File: src/wavhp_pkg.sv
package wavhp_pkg;

    localparam logic [1:0] KIND_HEADER = 2'd0;
    localparam logic [1:0] KIND_SAMPLE = 2'd1;
    localparam logic [1:0] KIND_ERROR  = 2'd2;

    localparam logic [2:0] ERR_NONE     = 3'd0;
    localparam logic [2:0] ERR_NOT_RIFF = 3'd1;
    localparam logic [2:0] ERR_NOT_WAVE = 3'd2;
    localparam logic [2:0] ERR_NO_FMT   = 3'd3;
    localparam logic [2:0] ERR_FMT_SHORT = 3'd4;
    localparam logic [2:0] ERR_NOT_PCM  = 3'd5;
    localparam logic [2:0] ERR_NOT_16BIT = 3'd6;
    localparam logic [2:0] ERR_NO_DATA  = 3'd7;

    // Tags as they assemble little-endian from the byte stream
    localparam logic [31:0] TAG_RIFF = 32'h4646_4952;
    localparam logic [31:0] TAG_WAVE = 32'h4556_4157;
    localparam logic [31:0] TAG_FMT  = 32'h2074_6D66;
    localparam logic [31:0] TAG_DATA = 32'h6174_6164;

    localparam logic [31:0] FMT_MIN_SIZE = 32'd16;
    localparam logic [31:0] FORMAT_PCM   = 32'd1;
    localparam logic [31:0] BITS_NEEDED  = 32'd16;

    typedef struct packed {
        logic [7:0] file_byte;
        logic       end_of_file;
    } t_in_item;

    typedef struct packed {
        logic [1:0]         kind;
        logic [2:0]         error_code;
        logic [15:0]        channels;
        logic [31:0]        rate_hz;
        logic signed [15:0] sample;
        logic               last_sample;
    } t_result;

endpackage

File: src/wav_header_parser_unit.sv
// WAV header parser. Takes one file byte per transfer and checks the RIFF/WAVE
// header (PCM, 16 bits per sample), skipping extra fmt bytes and unknown chunks,
// then gives one header result, one signed sample per two data bytes (the final
// one marked), or one error code. A byte is accepted every cycle as long as the
// result register is empty or being drained; each result is registered and
// appears in the cycle after the byte that causes it. After the final result or
// an error, further bytes are accepted and dropped until reset.
module wav_header_parser_unit
    import wavhp_pkg::*;
(
    input  logic     i_clk,
    input  logic     i_rst_n,
    input  logic     i_in_valid,
    output logic     o_in_ready,
    input  t_in_item i_in_data,
    output logic     o_out_valid,
    input  logic     i_out_ready,
    output t_result  o_out_data
);

    localparam logic [3:0] PH_RIFF      = 4'd0;
    localparam logic [3:0] PH_RSIZE     = 4'd1;
    localparam logic [3:0] PH_WAVE      = 4'd2;
    localparam logic [3:0] PH_FMTID     = 4'd3;
    localparam logic [3:0] PH_FMTSIZE   = 4'd4;
    localparam logic [3:0] PH_FORMAT    = 4'd5;
    localparam logic [3:0] PH_CHANS     = 4'd6;
    localparam logic [3:0] PH_RATE      = 4'd7;
    localparam logic [3:0] PH_BYTERATE  = 4'd8;
    localparam logic [3:0] PH_ALIGN     = 4'd9;
    localparam logic [3:0] PH_BITS      = 4'd10;
    localparam logic [3:0] PH_CHUNKID   = 4'd11;
    localparam logic [3:0] PH_CHUNKSIZE = 4'd12;
    localparam logic [3:0] PH_SKIP      = 4'd13;
    localparam logic [3:0] PH_DATASIZE  = 4'd14;
    localparam logic [3:0] PH_DATA      = 4'd15;

    logic [3:0]  r_phase,       n_phase;
    logic [1:0]  r_bif,         n_bif;
    logic [31:0] r_field_shift, n_field_shift;
    logic [31:0] r_bytes_left,  n_bytes_left;
    logic [15:0] r_chan,        n_chan;
    logic [31:0] r_rate,        n_rate;
    logic [7:0]  r_low_byte,    n_low_byte;
    logic        r_done,        n_done;
    logic        r_out_valid;
    t_result     r_out_data;

    logic        in_fire;
    logic [7:0]  b;
    logic        eof;
    logic [31:0] acc;
    logic        len2;
    logic        fld_done;
    logic [31:0] bl_dec;
    logic        em;
    logic [1:0]  em_kind;
    logic [2:0]  em_err;
    logic [15:0] em_smp;
    logic        em_last;

    assign o_in_ready  = !r_out_valid || i_out_ready;
    assign in_fire     = i_in_valid && o_in_ready;
    assign o_out_valid = r_out_valid;
    assign o_out_data  = r_out_data;

    assign b   = i_in_data.file_byte;
    assign eof = i_in_data.end_of_file;

    assign acc    = r_field_shift | ({24'd0, b} << {r_bif, 3'b000});
    assign len2   = (r_phase == PH_FORMAT) || (r_phase == PH_CHANS) ||
                    (r_phase == PH_ALIGN) || (r_phase == PH_BITS);
    assign fld_done = len2 ? (r_bif != 2'd0) : (r_bif == 2'd3);
    assign bl_dec = (r_bytes_left != 32'd0) ? (r_bytes_left - 32'd1) : r_bytes_left;

    always_comb begin
        n_phase       = r_phase;
        n_bif         = r_bif;
        n_field_shift = r_field_shift;
        n_bytes_left  = r_bytes_left;
        n_chan        = r_chan;
        n_rate        = r_rate;
        n_low_byte    = r_low_byte;
        n_done        = r_done;
        em            = 1'b0;
        em_kind       = KIND_HEADER;
        em_err        = ERR_NONE;
        em_smp        = 16'd0;
        em_last       = 1'b0;

        if (!r_done) begin
            // field assembly for every phase that reads a header field
            if (r_phase != PH_SKIP && r_phase != PH_DATA) begin
                if (fld_done) begin
                    n_field_shift = 32'd0;
                    n_bif         = 2'd0;
                end else begin
                    n_field_shift = acc;
                    n_bif         = r_bif + 2'd1;
                end
            end

            case (r_phase)
                PH_RIFF: begin
                    if (fld_done) begin
                        if (acc != TAG_RIFF) begin
                            em = 1'b1; em_kind = KIND_ERROR; em_err = ERR_NOT_RIFF;
                            n_done = 1'b1;
                        end else begin
                            n_phase = PH_RSIZE;
                        end
                    end
                end
                PH_RSIZE: begin
                    if (fld_done) n_phase = PH_WAVE;
                end
                PH_WAVE: begin
                    if (fld_done) begin
                        if (acc != TAG_WAVE) begin
                            em = 1'b1; em_kind = KIND_ERROR; em_err = ERR_NOT_WAVE;
                            n_done = 1'b1;
                        end else begin
                            n_phase = PH_FMTID;
                        end
                    end
                end
                PH_FMTID: begin
                    if (fld_done) begin
                        if (acc != TAG_FMT) begin
                            em = 1'b1; em_kind = KIND_ERROR; em_err = ERR_NO_FMT;
                            n_done = 1'b1;
                        end else begin
                            n_phase = PH_FMTSIZE;
                        end
                    end
                end
                PH_FMTSIZE: begin
                    if (fld_done) begin
                        if (acc < FMT_MIN_SIZE) begin
                            em = 1'b1; em_kind = KIND_ERROR; em_err = ERR_FMT_SHORT;
                            n_done = 1'b1;
                        end else begin
                            n_bytes_left = acc - FMT_MIN_SIZE;
                            n_phase      = PH_FORMAT;
                        end
                    end
                end
                PH_FORMAT: begin
                    if (fld_done) begin
                        if (acc != FORMAT_PCM) begin
                            em = 1'b1; em_kind = KIND_ERROR; em_err = ERR_NOT_PCM;
                            n_done = 1'b1;
                        end else begin
                            n_phase = PH_CHANS;
                        end
                    end
                end
                PH_CHANS: begin
                    if (fld_done) begin
                        n_chan  = acc[15:0];
                        n_phase = PH_RATE;
                    end
                end
                PH_RATE: begin
                    if (fld_done) begin
                        n_rate  = acc;
                        n_phase = PH_BYTERATE;
                    end
                end
                PH_BYTERATE: begin
                    if (fld_done) n_phase = PH_ALIGN;
                end
                PH_ALIGN: begin
                    if (fld_done) n_phase = PH_BITS;
                end
                PH_BITS: begin
                    if (fld_done) begin
                        if (acc != BITS_NEEDED) begin
                            em = 1'b1; em_kind = KIND_ERROR; em_err = ERR_NOT_16BIT;
                            n_done = 1'b1;
                        end else begin
                            n_phase = (r_bytes_left != 32'd0) ? PH_SKIP : PH_CHUNKID;
                        end
                    end
                end
                PH_CHUNKID: begin
                    if (fld_done) n_phase = (acc == TAG_DATA) ? PH_DATASIZE : PH_CHUNKSIZE;
                end
                PH_CHUNKSIZE: begin
                    if (fld_done) begin
                        n_bytes_left = acc;
                        n_phase      = (acc != 32'd0) ? PH_SKIP : PH_CHUNKID;
                    end
                end
                PH_SKIP: begin
                    n_bytes_left = bl_dec;
                    if (bl_dec == 32'd0) n_phase = PH_CHUNKID;
                end
                PH_DATASIZE: begin
                    if (fld_done) begin
                        n_bytes_left = acc;
                        em = 1'b1; em_kind = KIND_HEADER;
                        if (acc < 32'd2) n_done = 1'b1;
                        else             n_phase = PH_DATA;
                    end
                end
                PH_DATA: begin
                    n_bytes_left = bl_dec;
                    if (r_bif == 2'd0) begin
                        n_low_byte = b;
                        n_bif      = 2'd1;
                        if (bl_dec == 32'd0) n_done = 1'b1;
                    end else begin
                        n_bif   = 2'd0;
                        em      = 1'b1;
                        em_kind = KIND_SAMPLE;
                        em_smp  = {b, r_low_byte};
                        em_last = (bl_dec < 32'd2) || eof;
                        if (em_last) n_done = 1'b1;
                    end
                end
                default: begin
                    n_phase = r_phase;
                end
            endcase

            // early end of file: stop; flag missing data if not in data phase
            if (eof && !n_done) begin
                n_done = 1'b1;
                if (!em && n_phase != PH_DATA) begin
                    em = 1'b1; em_kind = KIND_ERROR; em_err = ERR_NO_DATA;
                end
            end
        end
    end

    always_ff @(posedge i_clk) begin
        if (!i_rst_n) begin
            r_phase       <= PH_RIFF;
            r_bif         <= 2'd0;
            r_field_shift <= 32'd0;
            r_bytes_left  <= 32'd0;
            r_chan        <= 16'd0;
            r_rate        <= 32'd0;
            r_low_byte    <= 8'd0;
            r_done        <= 1'b0;
            r_out_valid   <= 1'b0;
        end else begin
            if (in_fire) begin
                r_phase       <= n_phase;
                r_bif         <= n_bif;
                r_field_shift <= n_field_shift;
                r_bytes_left  <= n_bytes_left;
                r_chan        <= n_chan;
                r_rate        <= n_rate;
                r_low_byte    <= n_low_byte;
                r_done        <= n_done;
            end
            // hold the result until its transfer, load a new one on accept
            if (in_fire) begin
                r_out_valid <= em;
            end else if (i_out_ready) begin
                r_out_valid <= 1'b0;
            end
        end
    end

    always_ff @(posedge i_clk) begin
        if (in_fire && em) begin
            r_out_data.kind        <= em_kind;
            r_out_data.error_code  <= em_err;
            r_out_data.channels    <= n_chan;
            r_out_data.rate_hz     <= n_rate;
            r_out_data.sample      <= em_smp;
            r_out_data.last_sample <= em_last;
        end
    end

endmodule
File: config.mk
export PLATFORM = sky130hd
export DESIGN_NAME = wav_header_parser_unit
export DESIGN_NICKNAME = d
export VERILOG_FILES = /design/src/wavhp_pkg.sv /design/src/wav_header_parser_unit.sv
export SDC_FILE = /design/constraint.sdc
export NUM_CORES = 1
export LEC_CHECK = 0
export ABC_CLOCK_PERIOD_IN_PS = 17070
export BUFFER_PORTS_ARGS = -buffer_cell sky130_fd_sc_hd__buf_2
export CORE_ASPECT_RATIO = 0.7
export CORE_MARGIN = 10
export CORE_UTILIZATION = 28
export CTS_CLUSTER_DIAMETER = 150
export DETAILED_ROUTE_END_ITERATION = 8
export REMOVE_ABC_BUFFERS = 1
export SLEW_MARGIN = 20
export SYNTH_ARGS = -nofsm -noshare
export SYNTH_HDL_FRONTEND = slang
export SYNTH_SLANG_ARGS = --single-unit
File: constraint.sdc
create_clock -name i_clk -period 17.07 [get_ports i_clk]
set_clock_uncertainty 0.15 [all_clocks]
set_input_delay 2.5605 -clock i_clk [delete_from_list [all_inputs] [get_ports i_clk]]
set_output_delay 2.5605 -clock i_clk [all_outputs]
set_load 0.005 [all_outputs]
==> summary.txt <==
CP arrival: 8.10 ns
Rel. slew slack: 20.3%
H-tree Lvls: 4
Post-Syn Area: 10800 um2
Max FO, Critical Path: 48
CP Cell Sequence: buf_2 -> nor3b_1 -> nor2_1 -> inv_1 -> ha_1 -> nor4b_1 -> o211ai_1 -> a2111oi_0 -> nand3_1 -> o21ai_0 -> nand2_1 -> a211oi_1 -> o211ai_1 -> a311o_2 -> a31oi_4 -> buf_4
Outcome: finished, final reports clean
CTS tree: done
Worst path required time: 17.01 ns
Routed via count: 10.3k
I/O pins: 85
Setup WS post-layout: 8.91 ns
HPWL after detailed placement: 28000 um
Reg2Reg Setup Slack: 10.62 ns
Async SR Flop Fraction: 0%
Layout Cells excl Fill: 1844
Worst R2R Start: r_bif[0]
Sink Count: 198
Deepest clock path buffer count: 2
Post-CTS Setup Inserts: 0
Post-DRT Antenna Nets: 0
CTS root buf: clkbuf_16
Skew-Pair Late Insertion Delay: 0.46 ns
Gp weighted congestion: 1.01
Most frequent CP cell: o211ai_1
Pre-Repair DR Iteration Count: 5
Final Cycle Share: 47.8%
Setup tns final: 0 ns
Post-synth top area cell: dfxtp_1
FF+latch count, synth: 198
Fin. max-slew vios: 0
Worst slack, placed: 8.46 ns
Hold Path Class: reg2reg
Critical Setup Path Class: in2reg
Starting density of the core: 28.3%
GRT Overall Usage: 16.4%
Sequential share of the synthesized area: 43.1%
Core ar.: 38300 um2
Number of synthesized flops with an enable pin: 70
CTS buffer count: 17
Crit path time final: 8.16 ns
Die Height: 185 um
Commonest cells after routing, fill and taps aside: nor2_1 (156), nand2_1 (137), a21oi_1 (132)
Slowest CP cell: a31oi_4
Measured slew at the worst slew-check pin: 1.19 ns
CP endpoint kind: register
Layout area overhead: 13.8%
Hold Buf Count CTS: 0
PD cells: 86.4 nW/um2
Critical R2R Capture: o_out_data[6]
Drt drc: 0
Synthesized area per cell: 8.32 um2
Worst hold start: r_chan[0]
Average wire per cell in the routed design: 21.1 um
Max stage delay on crit path: 0.71 ns
Top cell type's share of synthesized area: 23.7%
Most common cell after layout, fill and taps aside: nor2_1
Die area: 47100 um2
Leak pwr: 4.40 nW
Die width: 255 um
Hold EP: r_chan[0]
Hold Fails Final Rpt: 0
Worst r2r path cells: 15
Share of cells above drive strength 1: 15.4%
Placed Cells: 1812
Layout Nets: 1356
Initial DRC count: 1141
# diodes: 0
First-pass GRT wire length: 59000 um
Final WL: 39000 um
Core Rows: 60
RSZ-0062 raised after global routing: false
Total grt overflow: 0
Hold Path Depth: 2
Syn Inst Count: 1301
Largest net degree at the start of global routing: 65
Vias in the first global route: 9460
Max rail drop VDD: 0.0605 mV
Setup-failing EPs final: 0
Ranking of synthesized cells by area: dfxtp_1 (24%), edfxtp_1 (19%), a21oi_1 (6.1%)
Initial antenna violation count: 0
Top FF cell, synth: dfxtp_1
Max Cap Viol: 0
Synth unique cells: 85
Fmax: 123 MHz
Ys Warns: 0
Post-cts sizing count: 0
Worst Setup Start Kind: input pin
DR vias/cell: 5.57
Clock Pin Slew Worst Setup and Hold Paths: 0.07 ns
PortBufs: 84
## worst max-delay path: cells and delay by family
| family | cells | cell delay (ns) |
|---|---|---|
| adders and majority gates | 1 | 0.16 |
| buffers and inverters | 3 | 1.08 |
| and+or+nand+nor | 5 | 1.17 |
| AOI/OAI and AO/OA | 7 | 3.02 |
## routing by layer
metal / track usage (%) / part of all wire (%)
met1: 23.6 / 46
met2: 22.2 / 40
met3: 5.87 / 12
met4: 4.32 / 1.5
met5: 0 / 0
## sequential cells by signal, summed over array words and instances, names as in the netlist
signal	flops
o_out_data	70
o_out_valid	1
r_bif	2
r_bytes_left	32
r_chan	16
r_done	1
r_field_shift	32
r_low_byte	8
r_phase	4
r_rate	32
## how the worst max path moves through the flow
stage,from,to,depth (start not counted)
6_report,i_in_data[5],o_out_data[6],16
5_1_grt,i_in_data[5],o_out_data[7],16
4_1_cts,i_in_data[5],o_out_data[15],16
3_5_place_dp,i_in_data[5],o_out_data[15],16
3_3_place_gp,i_in_data[5],o_out_data[13],16
2_1_floorplan,i_in_data[5],o_out_data[0],11
## logic make-up after synthesis
family | Yosys count | share of synthesized area [%]
AND/OR/NAND/NOR | 549 | 25.0
AO/OA/AOI/OAI | 373 | 21.3
flip-flops | 198 | 43.1
buffers and inverters | 117 | 4.21
multiplexers | 44 | 4.45
XOR/XNOR | 12 | 0.970
adder cells (fa/ha/maj) | 8 | 0.924
## report_power, final
part           internal (mW)  switching (mW)
combinational         0.0390          0.0978
clock                  0.221           0.203
sequential             0.497         0.00710
total                  0.757           0.308
## cell usage after synthesis (9+ instances only)
library cell	count
nand2b_1	11
o31ai_1	12
dfxtp_1	128
nor2_1	157
a211oi_1	19
a31oi_1	14
or3_1	16
and2_1	51
mux2i_1	11
a22oi_1	9
o22ai_1	9
clkbuf_1	79
or4_1	10
mux2_2	33
or2_2	12
o211ai_1	12
nor4_1	24
a21o_1	9
edfxtp_1	70
o21ai_0	95
a21oi_1	132
nor3_1	54
inv_1	26
nand2_1	137
nand3_1	25
## final cells by class
class                           instances  area, um2
Multi-Input combinational cell        986       5750
Sequential cell                       198       4660
Inverter                               28        105
Timing Repair Buffer                  104        571
Clock buffer                           21        503
Tap cell                              496        621
Fill cell                            3962      26000
Clock inverter                         11        115
## metrics by stage
step	total power [mW]	utilization, %	cell area [um2]	hold slack (ns)
after floorplan	0.588	-	10500	0.287
after global placement	0.649	30.6	11700	0.292
after detailed placement	0.648	30.6	11700	0.297
after CTS	1.07	32.2	12300	0.308
after global routing	1.10	32.2	12300	0.319
final	1.06	32.2	12300	0.308
Power figures use the tool's default switching activity.
